[src/rtl/core/perx_pkg.sv]
`timescale 1ns / 1ps
// ----------------------------------------------------------------------------
// Partition extent read splitter package
// Shared types and constants for the extent table and the request sequencer.
// ----------------------------------------------------------------------------
package perx_pkg;

  localparam int unsigned DATA_W       = 32;
  localparam int unsigned CFG_W        = 5;
  localparam int unsigned SLOT_W       = 4;
  localparam int unsigned BLK_W        = 23;
  localparam int unsigned SECTOR_SHIFT = 11;
  localparam int unsigned BLOCK_SHIFT  = 2;
  // sectors in one chunk fit the partition length in sectors
  localparam int unsigned N_W          = DATA_W - SECTOR_SHIFT;

  typedef enum logic {
    OP_LOAD = 1'b0,
    OP_READ = 1'b1
  } op_e;

  typedef enum logic [1:0] {
    STATUS_CHUNK = 2'd0,
    STATUS_DONE  = 2'd1,
    STATUS_MISS  = 2'd2
  } status_e;

  typedef struct packed {
    logic [DATA_W-1:0] start_lsn;
    logic [DATA_W-1:0] size_bytes;
    logic [DATA_W-1:0] lba_base;
  } entry_t;

endpackage

[src/rtl/core/perx_req_if.sv]
`timescale 1ns / 1ps
// ----------------------------------------------------------------------------
// Request channel
// Valid/ready channel carrying table loads and read requests.
// ----------------------------------------------------------------------------
interface perx_req_if;
  logic        valid;
  logic        ready;
  logic        op;
  logic [3:0]  entry_index;
  logic [31:0] entry_start_lsn;
  logic [31:0] entry_size_bytes;
  logic [31:0] entry_lba_base;
  logic [31:0] req_lsn;
  logic [31:0] req_sectors;

  modport source (
    output valid, op, entry_index, entry_start_lsn, entry_size_bytes,
           entry_lba_base, req_lsn, req_sectors,
    input  ready
  );

  modport sink (
    input  valid, op, entry_index, entry_start_lsn, entry_size_bytes,
           entry_lba_base, req_lsn, req_sectors,
    output ready
  );
endinterface

[src/rtl/core/perx_rsp_if.sv]
`timescale 1ns / 1ps
// ----------------------------------------------------------------------------
// Response channel
// Valid/ready channel carrying disk commands and end-of-request results.
// ----------------------------------------------------------------------------
interface perx_rsp_if;
  logic        valid;
  logic        ready;
  logic [31:0] lba;
  logic [22:0] block_count;
  logic [31:0] buffer_offset;
  logic [1:0]  status;
  logic        last;

  modport source (
    output valid, lba, block_count, buffer_offset, status, last,
    input  ready
  );

  modport sink (
    input  valid, lba, block_count, buffer_offset, status, last,
    output ready
  );
endinterface

[src/rtl/core/perx_ram.sv]
`timescale 1ns / 1ps
// ----------------------------------------------------------------------------
// Generic RAM
// One write port, one read port, read data registered.
// ----------------------------------------------------------------------------
module perx_ram #(
  parameter int unsigned WIDTH = 96,
  parameter int unsigned DEPTH = 16,
  parameter int unsigned AW    = (DEPTH > 1) ? $clog2(DEPTH) : 1
) (
  input  logic             clk_i,
  input  logic             we_i,
  input  logic [AW-1:0]    waddr_i,
  input  logic [WIDTH-1:0] wdata_i,
  input  logic [AW-1:0]    raddr_i,
  output logic [WIDTH-1:0] rdata_o
);

  logic [WIDTH-1:0] mem_q [DEPTH];
  logic [WIDTH-1:0] rdata_q;

  always_ff @(posedge clk_i) begin
    if (we_i) begin
      mem_q[waddr_i] <= wdata_i;
    end
    rdata_q <= mem_q[raddr_i];
  end

  assign rdata_o = rdata_q;

endmodule

[src/rtl/core/perx_table.sv]
`timescale 1ns / 1ps
// ----------------------------------------------------------------------------
// Extent table
// Extent RAM with per-entry valid bits; unwritten entries read as zero.
// ----------------------------------------------------------------------------
module perx_table
  import perx_pkg::*;
#(
  parameter int unsigned ENTRIES = 16,
  parameter int unsigned IDX_W   = (ENTRIES > 1) ? $clog2(ENTRIES) : 1
) (
  input  logic             clk_i,
  input  logic             rst_ni,
  input  logic             we_i,
  input  logic [IDX_W-1:0] waddr_i,
  input  entry_t           wdata_i,
  input  logic [IDX_W-1:0] raddr_i,
  output entry_t           rdata_o
);

  logic [ENTRIES-1:0] valid_q;
  logic               rvalid_q;
  entry_t             ram_rdata;

  perx_ram #(
    .WIDTH ($bits(entry_t)),
    .DEPTH (ENTRIES),
    .AW    (IDX_W)
  ) u_ram (
    .clk_i   (clk_i),
    .we_i    (we_i),
    .waddr_i (waddr_i),
    .wdata_i (wdata_i),
    .raddr_i (raddr_i),
    .rdata_o (ram_rdata)
  );

  always_ff @(posedge clk_i or negedge rst_ni) begin
    if (!rst_ni) begin
      valid_q  <= '0;
      rvalid_q <= 1'b0;
    end else begin
      if (we_i) begin
        valid_q[waddr_i] <= 1'b1;
      end
      rvalid_q <= valid_q[raddr_i];
    end
  end

  assign rdata_o = rvalid_q ? ram_rdata : '0;

endmodule

[src/rtl/core/perx_ctrl.sv]
`timescale 1ns / 1ps
// ----------------------------------------------------------------------------
// Request sequencer
// Loads table entries, walks read requests through the table and emits
// one disk command per partition run followed by an end result.
// ----------------------------------------------------------------------------
module perx_ctrl
  import perx_pkg::*;
#(
  parameter int unsigned ENTRIES = 16,
  parameter int unsigned IDX_W   = (ENTRIES > 1) ? $clog2(ENTRIES) : 1,
  parameter int unsigned CNT_W   = $clog2(ENTRIES + 1)
) (
  input  logic             clk_i,
  input  logic             rst_ni,
  input  logic [CNT_W-1:0] limit_i,
  perx_req_if.sink         req_i,
  perx_rsp_if.source       rsp_o,
  output logic             tbl_we_o,
  output logic [IDX_W-1:0] tbl_waddr_o,
  output entry_t           tbl_wdata_o,
  output logic [IDX_W-1:0] tbl_raddr_o,
  input  entry_t           tbl_rdata_i
);

  typedef enum logic [3:0] {
    S_IDLE,
    S_CHECK,
    S_CUR_WAIT,
    S_CUR_EVAL,
    S_SCAN_WAIT,
    S_SCAN_EVAL,
    S_SIZE,
    S_EMIT,
    S_FINISH
  } state_e;

  state_e            state_q;
  logic [IDX_W-1:0]  cur_q;
  logic [IDX_W-1:0]  scan_q;
  logic [CNT_W-1:0]  k_q;
  logic [DATA_W-1:0] cursor_q;
  logic [DATA_W-1:0] remaining_q;
  logic [DATA_W-1:0] offset_q;
  logic [DATA_W-1:0] start_q;
  logic [DATA_W-1:0] base_q;
  logic [DATA_W-1:0] end_q;
  logic              cov_q;
  logic [N_W-1:0]    n_q;
  logic [DATA_W-1:0] rel_q;
  status_e           status_q;

  logic              rsp_valid_q;
  logic [DATA_W-1:0] rsp_lba_q;
  logic [BLK_W-1:0]  rsp_blk_q;
  logic [DATA_W-1:0] rsp_off_q;
  status_e           rsp_status_q;
  logic              rsp_last_q;

  logic              req_fire;
  logic              slot_ok;
  logic              out_free;
  logic              rsp_load;
  logic [DATA_W-1:0] rd_end;
  logic              rd_cov;
  logic [DATA_W-1:0] diff;
  logic [CNT_W-1:0]  scan_next;

  assign req_i.ready = (state_q == S_IDLE);
  assign req_fire    = req_i.valid && req_i.ready;
  assign slot_ok     = (32'(req_i.entry_index) < ENTRIES);
  assign out_free    = !rsp_valid_q || rsp_o.ready;
  assign rsp_load    = out_free && ((state_q == S_EMIT) || (state_q == S_FINISH));

  assign tbl_we_o    = req_fire && (req_i.op == OP_LOAD) && slot_ok;
  assign tbl_waddr_o = IDX_W'(req_i.entry_index);
  assign tbl_wdata_o = '{start_lsn:  req_i.entry_start_lsn,
                         size_bytes: req_i.entry_size_bytes,
                         lba_base:   req_i.entry_lba_base};

  assign scan_next = CNT_W'(scan_q) + CNT_W'(1);

  always_comb begin
    case (state_q)
      S_CUR_EVAL:  tbl_raddr_o = '0;
      S_SCAN_EVAL: tbl_raddr_o = IDX_W'(scan_next);
      default:     tbl_raddr_o = cur_q;
    endcase
  end

  // entry end wraps; a wrapped or empty entry covers nothing
  assign rd_end = tbl_rdata_i.start_lsn +
                  {{SECTOR_SHIFT{1'b0}}, tbl_rdata_i.size_bytes[DATA_W-1:SECTOR_SHIFT]};
  assign rd_cov = (cursor_q >= tbl_rdata_i.start_lsn) && (cursor_q < rd_end);
  assign diff   = end_q - cursor_q;

  always_ff @(posedge clk_i or negedge rst_ni) begin
    if (!rst_ni) begin
      state_q      <= S_IDLE;
      cur_q        <= '0;
      scan_q       <= '0;
      k_q          <= '0;
      cursor_q     <= '0;
      remaining_q  <= '0;
      offset_q     <= '0;
      start_q      <= '0;
      base_q       <= '0;
      end_q        <= '0;
      cov_q        <= 1'b0;
      n_q          <= '0;
      rel_q        <= '0;
      status_q     <= STATUS_DONE;
      rsp_valid_q  <= 1'b0;
      rsp_lba_q    <= '0;
      rsp_blk_q    <= '0;
      rsp_off_q    <= '0;
      rsp_status_q <= STATUS_CHUNK;
      rsp_last_q   <= 1'b0;
    end else begin
      if (rsp_load) begin
        rsp_valid_q <= 1'b1;
      end else if (rsp_o.ready) begin
        rsp_valid_q <= 1'b0;
      end
      case (state_q)
        S_IDLE: begin
          if (req_fire && (req_i.op == OP_READ)) begin
            cursor_q    <= req_i.req_lsn;
            remaining_q <= req_i.req_sectors;
            offset_q    <= '0;
            k_q         <= '0;
            state_q     <= S_CHECK;
          end
        end
        S_CHECK: begin
          if ((remaining_q == '0) || (k_q == CNT_W'(ENTRIES))) begin
            status_q <= STATUS_DONE;
            state_q  <= S_FINISH;
          end else begin
            state_q <= S_CUR_WAIT;
          end
        end
        S_CUR_WAIT, S_SCAN_WAIT: begin
          start_q <= tbl_rdata_i.start_lsn;
          base_q  <= tbl_rdata_i.lba_base;
          end_q   <= rd_end;
          cov_q   <= rd_cov;
          state_q <= (state_q == S_CUR_WAIT) ? S_CUR_EVAL : S_SCAN_EVAL;
        end
        S_CUR_EVAL: begin
          if (cov_q) begin
            state_q <= S_SIZE;
          end else if (limit_i == '0) begin
            status_q <= STATUS_MISS;
            state_q  <= S_FINISH;
          end else begin
            scan_q  <= '0;
            state_q <= S_SCAN_WAIT;
          end
        end
        S_SCAN_EVAL: begin
          if (cov_q) begin
            cur_q   <= scan_q;
            state_q <= S_SIZE;
          end else if (scan_next < limit_i) begin
            scan_q  <= IDX_W'(scan_next);
            state_q <= S_SCAN_WAIT;
          end else begin
            status_q <= STATUS_MISS;
            state_q  <= S_FINISH;
          end
        end
        S_SIZE: begin
          n_q     <= (remaining_q < diff) ? N_W'(remaining_q) : N_W'(diff);
          rel_q   <= cursor_q - start_q;
          state_q <= S_EMIT;
        end
        S_EMIT: begin
          if (out_free) begin
            rsp_lba_q    <= base_q + {rel_q[DATA_W-BLOCK_SHIFT-1:0], {BLOCK_SHIFT{1'b0}}};
            rsp_blk_q    <= {n_q, {BLOCK_SHIFT{1'b0}}};
            rsp_off_q    <= offset_q;
            rsp_status_q <= STATUS_CHUNK;
            rsp_last_q   <= 1'b0;
            offset_q     <= offset_q + {n_q, {SECTOR_SHIFT{1'b0}}};
            remaining_q  <= remaining_q - DATA_W'(n_q);
            cursor_q     <= cursor_q + DATA_W'(n_q);
            k_q          <= k_q + CNT_W'(1);
            state_q      <= S_CHECK;
          end
        end
        S_FINISH: begin
          if (out_free) begin
            rsp_lba_q    <= '0;
            rsp_blk_q    <= '0;
            rsp_off_q    <= offset_q;
            rsp_status_q <= status_q;
            rsp_last_q   <= 1'b1;
            state_q      <= S_IDLE;
          end
        end
        default: begin
          state_q <= S_IDLE;
        end
      endcase
    end
  end

  assign rsp_o.valid         = rsp_valid_q;
  assign rsp_o.lba           = rsp_lba_q;
  assign rsp_o.block_count   = rsp_blk_q;
  assign rsp_o.buffer_offset = rsp_off_q;
  assign rsp_o.status        = rsp_status_q;
  assign rsp_o.last          = rsp_last_q;

  a_chunk_bound: assert property (@(posedge clk_i) disable iff (!rst_ni)
    k_q <= CNT_W'(ENTRIES))
    else $error("chunk count exceeds table size");

  a_chunk_nonempty: assert property (@(posedge clk_i) disable iff (!rst_ni)
    (rsp_valid_q && (rsp_status_q == STATUS_CHUNK)) |-> (rsp_blk_q != '0))
    else $error("empty chunk command");

  a_last_on_end: assert property (@(posedge clk_i) disable iff (!rst_ni)
    rsp_valid_q |-> (rsp_last_q == (rsp_status_q != STATUS_CHUNK)))
    else $error("last flag disagrees with status");

  a_scan_in_range: assert property (@(posedge clk_i) disable iff (!rst_ni)
    (state_q == S_SCAN_EVAL) |-> (CNT_W'(scan_q) < limit_i))
    else $error("scan beyond searched entries");

endmodule

[src/rtl/core/partition_extent_read_splitter.sv]
`timescale 1ns / 1ps
// ----------------------------------------------------------------------------
// Partition extent read splitter
// Translates logical sector reads into per-partition disk commands.
// ----------------------------------------------------------------------------
// Load transaction: table write in the accept cycle.
// Read transaction: CHECK, CUR_WAIT, CUR_EVAL, SIZE and EMIT per chunk when
//   the current partition hits, plus SCAN_WAIT and SCAN_EVAL per table
//   entry scanned on a miss (single table read port); end result via FINISH.
// One transaction in flight; the next is taken once the end result is queued.
// Reset: table reads as zero, num_parts and current partition are zero.
module partition_extent_read_splitter
  import perx_pkg::*;
#(
  parameter int unsigned PART_ENTRIES = 16
) (
  input  logic             clk_i,
  input  logic             rst_ni,
  input  logic             cfg_we_i,
  input  logic [CFG_W-1:0] cfg_wdata_i,
  perx_req_if.sink         req_i,
  perx_rsp_if.source       rsp_o
);

  localparam int unsigned IDX_W = (PART_ENTRIES > 1) ? $clog2(PART_ENTRIES) : 1;
  localparam int unsigned CNT_W = $clog2(PART_ENTRIES + 1);

  logic [CFG_W-1:0] num_parts_q;
  logic [CNT_W-1:0] limit;
  logic             tbl_we;
  logic [IDX_W-1:0] tbl_waddr;
  entry_t           tbl_wdata;
  logic [IDX_W-1:0] tbl_raddr;
  entry_t           tbl_rdata;

  always_ff @(posedge clk_i or negedge rst_ni) begin
    if (!rst_ni) begin
      num_parts_q <= '0;
    end else if (cfg_we_i) begin
      num_parts_q <= cfg_wdata_i;
    end
  end

  assign limit = (32'(num_parts_q) >= PART_ENTRIES) ? CNT_W'(PART_ENTRIES)
                                                    : CNT_W'(num_parts_q);

  perx_table #(
    .ENTRIES (PART_ENTRIES),
    .IDX_W   (IDX_W)
  ) u_table (
    .clk_i   (clk_i),
    .rst_ni  (rst_ni),
    .we_i    (tbl_we),
    .waddr_i (tbl_waddr),
    .wdata_i (tbl_wdata),
    .raddr_i (tbl_raddr),
    .rdata_o (tbl_rdata)
  );

  perx_ctrl #(
    .ENTRIES (PART_ENTRIES),
    .IDX_W   (IDX_W),
    .CNT_W   (CNT_W)
  ) u_ctrl (
    .clk_i       (clk_i),
    .rst_ni      (rst_ni),
    .limit_i     (limit),
    .req_i       (req_i),
    .rsp_o       (rsp_o),
    .tbl_we_o    (tbl_we),
    .tbl_waddr_o (tbl_waddr),
    .tbl_wdata_o (tbl_wdata),
    .tbl_raddr_o (tbl_raddr),
    .tbl_rdata_i (tbl_rdata)
  );

endmodule

[src/flat_wrapper.sv]
// flat-port wrapper written by rule: the top's interface ports become plain ports
module partition_extent_read_splitter_flat import perx_pkg::*;
#(
  parameter int unsigned PART_ENTRIES = 16
)
  (clk_i, rst_ni, cfg_we_i, cfg_wdata_i, req_i_valid, req_i_op, req_i_entry_index, req_i_entry_start_lsn, req_i_entry_size_bytes, req_i_entry_lba_base, req_i_req_lsn, req_i_req_sectors, req_i_ready, rsp_o_valid, rsp_o_lba, rsp_o_block_count, rsp_o_buffer_offset, rsp_o_status, rsp_o_last, rsp_o_ready);
  perx_req_if req_i_i ();
  perx_rsp_if rsp_o_i ();
  input  logic clk_i;
  input  logic rst_ni;
  input  logic cfg_we_i;
  input  logic [CFG_W-1:0] cfg_wdata_i;
  input wire logic [$bits(req_i_i.valid)-1:0] req_i_valid;
  input wire logic [$bits(req_i_i.op)-1:0] req_i_op;
  input wire logic [$bits(req_i_i.entry_index)-1:0] req_i_entry_index;
  input wire logic [$bits(req_i_i.entry_start_lsn)-1:0] req_i_entry_start_lsn;
  input wire logic [$bits(req_i_i.entry_size_bytes)-1:0] req_i_entry_size_bytes;
  input wire logic [$bits(req_i_i.entry_lba_base)-1:0] req_i_entry_lba_base;
  input wire logic [$bits(req_i_i.req_lsn)-1:0] req_i_req_lsn;
  input wire logic [$bits(req_i_i.req_sectors)-1:0] req_i_req_sectors;
  output wire logic [$bits(req_i_i.ready)-1:0] req_i_ready;
  output wire logic [$bits(rsp_o_i.valid)-1:0] rsp_o_valid;
  output wire logic [$bits(rsp_o_i.lba)-1:0] rsp_o_lba;
  output wire logic [$bits(rsp_o_i.block_count)-1:0] rsp_o_block_count;
  output wire logic [$bits(rsp_o_i.buffer_offset)-1:0] rsp_o_buffer_offset;
  output wire logic [$bits(rsp_o_i.status)-1:0] rsp_o_status;
  output wire logic [$bits(rsp_o_i.last)-1:0] rsp_o_last;
  input wire logic [$bits(rsp_o_i.ready)-1:0] rsp_o_ready;
  assign req_i_i.valid = req_i_valid;
  assign req_i_i.op = req_i_op;
  assign req_i_i.entry_index = req_i_entry_index;
  assign req_i_i.entry_start_lsn = req_i_entry_start_lsn;
  assign req_i_i.entry_size_bytes = req_i_entry_size_bytes;
  assign req_i_i.entry_lba_base = req_i_entry_lba_base;
  assign req_i_i.req_lsn = req_i_req_lsn;
  assign req_i_i.req_sectors = req_i_req_sectors;
  assign req_i_ready = req_i_i.ready;
  assign rsp_o_valid = rsp_o_i.valid;
  assign rsp_o_lba = rsp_o_i.lba;
  assign rsp_o_block_count = rsp_o_i.block_count;
  assign rsp_o_buffer_offset = rsp_o_i.buffer_offset;
  assign rsp_o_status = rsp_o_i.status;
  assign rsp_o_last = rsp_o_i.last;
  assign rsp_o_i.ready = rsp_o_ready;
  partition_extent_read_splitter #(.PART_ENTRIES(PART_ENTRIES)) u_core (.clk_i(clk_i), .rst_ni(rst_ni), .cfg_we_i(cfg_we_i), .cfg_wdata_i(cfg_wdata_i), .req_i(req_i_i), .rsp_o(rsp_o_i));
endmodule
[config.mk]
export PLATFORM = sky130hd
export DESIGN_NAME = partition_extent_read_splitter_flat
export DESIGN_NICKNAME = d
export VERILOG_FILES = /design/src/rtl/core/perx_pkg.sv /design/src/rtl/core/perx_req_if.sv /design/src/rtl/core/perx_rsp_if.sv /design/src/rtl/core/perx_ram.sv /design/src/rtl/core/perx_table.sv /design/src/rtl/core/perx_ctrl.sv /design/src/rtl/core/partition_extent_read_splitter.sv /design/src/flat_wrapper.sv
export SDC_FILE = /design/constraint.sdc
export NUM_CORES = 2
export LEC_CHECK = 0
export ABC_AREA = 1
export BUFFER_PORTS_ARGS = -buffer_cell sky130_fd_sc_hd__buf_4
export CAP_MARGIN = 0
export CORE_MARGIN = 1
export CORE_UTILIZATION = 45
export CTS_BUF_LIST = sky130_fd_sc_hd__clkbuf_8
export CTS_CLUSTER_DIAMETER = 100
export CTS_CLUSTER_SIZE = 20
export DETAILED_ROUTE_END_ITERATION = 10
export GPL_TIMING_DRIVEN = 0
export PLACE_DENSITY = 0.62
export SYNTH_ARGS = -nofsm -noshare
export SYNTH_HDL_FRONTEND = slang
export SYNTH_HIERARCHICAL = 1
export SYNTH_SLANG_ARGS = --single-unit
[constraint.sdc]
create_clock -name clk_i -period 13.09 [get_ports clk_i]
set_input_delay 1.309 -clock clk_i [delete_from_list [all_inputs] [get_ports clk_i]]
set_output_delay 1.309 -clock clk_i [all_outputs]
set_load 0.05 [all_outputs]
# --- Word level (Yosys, flattened, before mapping) ---
# Memory sizes are Yosys's and may differ from the RTL's. A register that Yosys moved wholly into a read port is not among the register bits.
# Index checks and enable logic that the tools add are counted.
totals:
  in_bits: 175
  elab_cells: 146
  out_inout_bits: 92
  reg_bits: 374
  n_memories: 1
  mem_bits_rw: 1536
op_classes:
  mux: 57
  eq_ne: 19
  bitwise: 2
  reduce_logical: 27
  order_cmp: 8
  addsub: 9
memory_table:
  columns: ["name", "words", "word_bits", "read_ports", "rd_ports_with_merged_regs", "write_ports", "line", "source"]
  rows:
  - ["u_core.u_table.u_ram.mem_q", 16, 96, 1, 1, 1, "perx_ram.sv:19", "logic [WIDTH-1:0] mem_q [DEPTH];"]
op_table:
  columns: ["op", "count"]
  rows:
  - ["32-bit 2-to-1 mux", 8]
  - ["32-bit case mux with 2 select lines", 4]
  - ["96-bit 2-to-1 mux", 1]
  - ["32-bit by 21-bit adder with 32-bit output", 2]
  - ["32-bit adder", 2]
  - ["32-bit < comparator", 2]
  - ["4-bit 2-to-1 mux", 12]
  - ["23-bit 2-to-1 mux", 2]
  - ["23-bit case mux with 2 select lines", 1]
  - ["32-bit >= comparator", 1]
  - ["32-bit logical NOT", 1]
  - ["4-bit case mux with 8 select lines", 1]
  - ["32-bit by 21-bit subtractor with 32-bit output", 1]
  - ["32-bit subtractor", 1]
  - ["30-bit subtractor", 1]
  - ["21-bit 2-to-1 mux", 1]
  - ["2-bit != test, second input constant", 9]
  - ["4-bit by 3-bit equality test with 1-bit output, second input constant", 4]
  - ["16-bit OR", 1]
  - ["4-bit case mux with 2 select lines", 2]
  - ["5-bit 2-to-1 mux", 3]
  - ["2-bit 2-to-1 mux", 7]
  - ["4-bit by 5-bit < comparator with 1-bit output, second input constant", 2]
  - ["5-bit case mux with 2 select lines", 1]
  - ["other kinds (30)", 52]

# --- Longest topological paths before layout ---
depth:
  depth_word: 6
  depth_mapped: 27
  ltp_nobuf: 26

# --- Hierarchy ---
# The synthesis kept the hierarchy.
modules_own_cells:
  columns: ["mod", "n_inst", "cells_each", "area_per_inst_um2", "seq_area_each_um2"]
  rows:
  - ["perx_ram", 1, 6302, 67643.6, 48046.1]
  - ["perx_ctrl", 1, 3962, 27336.2, 8209.1]
  - ["perx_table", 1, 302, 1612.8, 425.4]
  - ["partition_extent_read_splitter", 1, 30, 219.0, 125.1]

# --- Worst setup path before layout ---
# No wires, ideal clock.
synth_path:
  path_kind: "input -> register"
  from: "in req_i_valid"
  to: "mem u_core.u_table.u_ram.mem_q[12][0], enable pin"
  path_slack_ns: 6.630
  arrival_ns: 5.908
  setup_ns: 0.552
  n_path_buf: 0
  t_required_ns: 12.538
  stages: 4
  path_cell_list: "nand2_1 nor2_1 nand3_1 nor2_1"
synth_via:
  elab_chain_cells: 4
synth_lines:
  columns: ["item", "line", "source"]
  rows:
  - ["start: declaration", "flat_wrapper.sv:13", "input wire logic [$bits(req_i_i.valid)-1:0] req_i_valid;"]
  - ["1-bit logical AND", "perx_ctrl.sv:70", "assign req_fire = req_i.valid && req_i.ready;"]
  - ["1-bit logical AND", "perx_ctrl.sv:75", "assign tbl_we_o = req_fire && (req_i.op == OP_LOAD) && slot_ok;"]
  - ["named net u_core.tbl_we", "partition_extent_read_splitter.sv:30", "logic tbl_we;"]
  - ["1-bit 2-to-1 mux", "perx_ram.sv:23", "if (we_i) begin"]
  - ["1-bit 2-to-1 mux (implied by the code)", "perx_ram.sv:24", "mem_q[waddr_i] <= wdata_i;"]
  - ["end: declaration", "perx_ram.sv:19", null]
# The timed path passes the listed nets, and every way through them passes these cells.

# --- Worst setup path in the final report ---
layout_path:
  from: "reg u_core.u_ctrl.cursor_q[1]"
  to: "reg u_core.u_ctrl.n_q[19]"
layout_via:
  elab_chain_cells: 3
layout_lines:
  columns: ["item", "line", "source"]
  rows:
  - ["start: declaration", "perx_ctrl.sv:42", "logic [DATA_W-1:0] cursor_q;"]
  - ["start signal: assignment", "perx_ctrl.sv:128", "cursor_q <= req_i.req_lsn;"]
  - ["start signal: assignment", "perx_ctrl.sv:187", "cursor_q <= cursor_q + DATA_W'(n_q);"]
  - ["32-bit subtractor (*)", "perx_ctrl.sv:95", "assign diff = end_q - cursor_q;"]
  - ["32-bit < comparator", "perx_ctrl.sv:174", "n_q <= (remaining_q < diff) ? N_W'(remaining_q) : N_W'(diff);"]
  - ["21-bit 2-to-1 mux (*)", "perx_ctrl.sv:174", null]
  - ["end signal: assignment", "perx_ctrl.sv:174", null]
  - ["end: declaration", "perx_ctrl.sv:49", "logic [N_W-1:0] n_q;"]
# Every way passes the cells marked *; elsewhere a longest branch is shown, timed or not.
# A chain may end at the register's enable or synchronous reset.

==> results.md <==
- First-pass GRT wire length: 430 mm
- Die H: 447 µm
- Layout cell share with drive strength beyond 1: 7.46%
- Buffers added on ports: 153
- Filler cells: 18400
- Ports: 267
- Initial Util: a little under half
- F_max: 208 MHz
- Failing checks: max-capacitance violations, max-slew violations
- Clk pin slew, worst setup/hold paths: approximately 0.13 ns
- R2R setup slack: 8.27 ns
- Type of the most critical hold path: primary input to async pin
- Crit Path Class: register to register
- Post-DP HPWL: 219 mm
- Setup ws final: ~8.3 ns
- MaxCap Viol Count: 1
- Yosys warnings: 6
- Critical Path AT: 5.60 ns
- Syn avg cell area: 9.02 µm²
- Crit. End Element: register
- Final hold violations: 0
- Clock Sinks: 1795
- Nets: 10700
- Reg2Reg Depth: 21
- Setup-failing EPs final: 0
- Max Buffers Root-to-Sink: 3
- Clock Latency Late Sink: 0.95 ns
- Core ar.: 196000 µm²
- Fin Clk Skew: 0.0784 ns
- Wirelength per Cell: 23.0 µm
- Row cnt: 162
- GRT Overall Usage: 29.4%
- LEAKAGE: around 0.044 µW
- Clock root buffer: clkbuf_8
- Final slew viol count: 10
- Pin slew with the least headroom to its limit: 1.50 ns
- RR Startpoint: u_core/u_ctrl/cursor_q[1]$_DFFE_PN0P_
- TritonCTS clock tree: yes
- Post-Syn Area: 89100 µm²
- Reg2reg end: u_core/u_ctrl/n_q[19]$_DFFE_PN0P_
- Crit Path Max Fanout: 10
- Post_cts resized: 0
- Power Density: 240 nW/µm²
- GR Overflow Total: 0
- Post-CTS setup buffers: 0
- Antenna violations before repair: 23
- H-tree depth: 3
- Tmin final: 4.82 ns
- # hold bufs at CTS: 0
- DR pass1 iterations: 8
- CP required: 13.87 ns
- DR vias/cell: 5.32
- RSZ-0062 raised after global routing: false
- DRC viols: 0
- Die Footprint: approximately 200000 µm²
- Relative slew slack: -0.130%
- Total CTS buffers: ~110
- Vias in the first global route: ~66000
- Largest net degree at the start of global routing: 120
- WL final: 298 mm
- Cells after Synth: 9877
- Post-Place Worst Slack: a little over 8 ns
- CP Launch Type: register
- Setup TNS: 0 ns
- Via count: a little under 70000
- Die X-Extent: around 450 µm
- Antenna-violating nets left: 0
- Max VDD drop: 116 µV
- Detailed Route Iter0 Violations: 6596
- Period utilisation layout: 36.8%
- Run status: complete, but fails checks
- Layout area overhead: 8.93%
- GPL Wtd Cong: 0.930
[per-stage QoR]
step / area (µm²) / power [µW] / utilization [%] / hold WS, ns / instances
global route: 97000 / 24700 / 49.6 / 0.238 / 12900
global placement: 93600 / 20200 / 47.8 / 0.439 / 12700
finish: 97000 / 23200 / 49.6 / 0.237 / 12900
detailed placement: 94900 / 20400 / 48.5 / 0.445 / 12700
CTS: 97000 / 23200 / 49.5 / 0.152 / 12900
floorplan: 89100 / 15600 / - / 0.424 / 9889
[worst max-delay path, stage by stage, from the launching register on]
cell and delay, ns:
dfrtp_1 0.50, inv_1 0.29, fa_1 0.31, nand2_1 0.07, nand3_1 0.06, o21ai_0 0.31
o21ai_0 0.50, nand3_1 0.19, nand2_1 0.21, nand3_1 0.09, nand2_1 0.10, xor2_1 0.19
ha_1 0.27, nand4_1 0.08, inv_1 0.06, nand4_1 0.15, a21oi_1 0.06, nor2_1 0.43
clkbuf_1 0.44, nand3_1 0.16, nand3_1 0.12, nand2_1 0.06
[layout by cell type (no fill, tap or decap), types with 9 or more instances in the layout]
cell type and n:
buf_6 53, buf_2 189, dfxtp_1 85, o21bai_1 18
o21a_1 15, clkbuf_8 110, nand3b_1 26, buf_12 53
nand4_1 44, edfxtp_1 1360, a21oi_1 280, or2_2 9
a21boi_0 9, nand2_1 3116, diode_2 18, xnor2_1 62
ha_1 273, nor2_1 300, o21ai_1 26, buf_1 20
o21ai_0 292, inv_1 1630, o221ai_1 9, buf_4 279
dfrtp_1 349, nor4_1 10, clkbuf_1 115, nor3_1 57
nand3_1 1283, conb_1 13, nor2_4 17, xor2_1 30
a21o_1 14, a22oi_1 55
[worst max path at each step]
stage	startpoint	endpoint	slack [ns]	cells after the start
5_1_grt	u_core/u_ctrl/cursor_q[1]$_DFFE_PN0P_	u_core/u_ctrl/n_q[18]$_DFFE_PN0P_	7.97	21
3_3_place_gp	req_i_valid	u_core/u_table/u_ram/mem_q[13][85]$_DFFE_PP_	1.95	5
4_1_cts	u_core/u_ctrl/cursor_q[1]$_DFFE_PN0P_	u_core/u_ctrl/n_q[20]$_DFFE_PN0P_	8.21	22
3_5_place_dp	req_i_valid	u_core/u_table/u_ram/mem_q[3][89]$_DFFE_PP_	8.28	8
2_1_floorplan	req_i_valid	u_core/u_table/u_ram/mem_q[12][0]$_DFFE_PP_	7.11	4
6_report	u_core/u_ctrl/cursor_q[1]$_DFFE_PN0P_	u_core/u_ctrl/n_q[19]$_DFFE_PN0P_	8.27	21
[sequential cells by signal, indices dropped and copies added (netlist names), 4 cells and up]
| signal | count |
|---|---|
| u_core/num_parts_q | 5 |
| u_core/u_ctrl/base_q | 32 |
| u_core/u_ctrl/cur_q | 4 |
| u_core/u_ctrl/cursor_q | 32 |
| u_core/u_ctrl/end_q | 32 |
| u_core/u_ctrl/k_q | 5 |
| u_core/u_ctrl/n_q | 21 |
| u_core/u_ctrl/offset_q | 21 |
| u_core/u_ctrl/rel_q | 30 |
| u_core/u_ctrl/remaining_q | 32 |
| u_core/u_ctrl/rsp_o.block_count | 21 |
| u_core/u_ctrl/rsp_o.buffer_offset | 21 |
| u_core/u_ctrl/rsp_o.lba | 32 |
| u_core/u_ctrl/scan_q | 4 |
| u_core/u_ctrl/start_q | 30 |
| u_core/u_ctrl/state_q | 4 |
| u_core/u_table/u_ram/mem_q | 1360 |
| u_core/u_table/u_ram/rdata_o | 85 |
| u_core/u_table/valid_q | 16 |
[area by class of cell]
type | count | area (µm²) | area share [%]
Clock buffer | 110 | 1510 | 1.56
Multi-Input combinational cell | 6016 | 29000 | 29.9
Buffer | 505 | 3020 | 3.11
Sequential cell | 1795 | 51300 | 52.9
Tap cell | 2624 | 3280 | 3.38
Inverter | 1573 | 5910 | 6.09
Antenna cell | 18 | 45.0 | 0.0464
Clock inverter | 90 | 546 | 0.562
Timing Repair Buffer | 213 | 2400 | 2.47
[per-layer routing]
metal	up-vias	track usage (%)	part of all wire (%)
met3	541	3.82	7.4
met5	-	0	0.035
met1	33000	36.9	39
met2	2795	50.2	49
met4	14	13.8	4.9
li1	32500	-	-
[where the power goes]
part / total [µW] / switching (µW) / internal (µW)
logic: 13000 / 9100 / 3910
clock network: 2730 / 1870 / 858
registers: 7510 / 755 / 6750
total: 23200 / 11700 / 11500
Note: power is estimated with default switching activity, not from simulation.
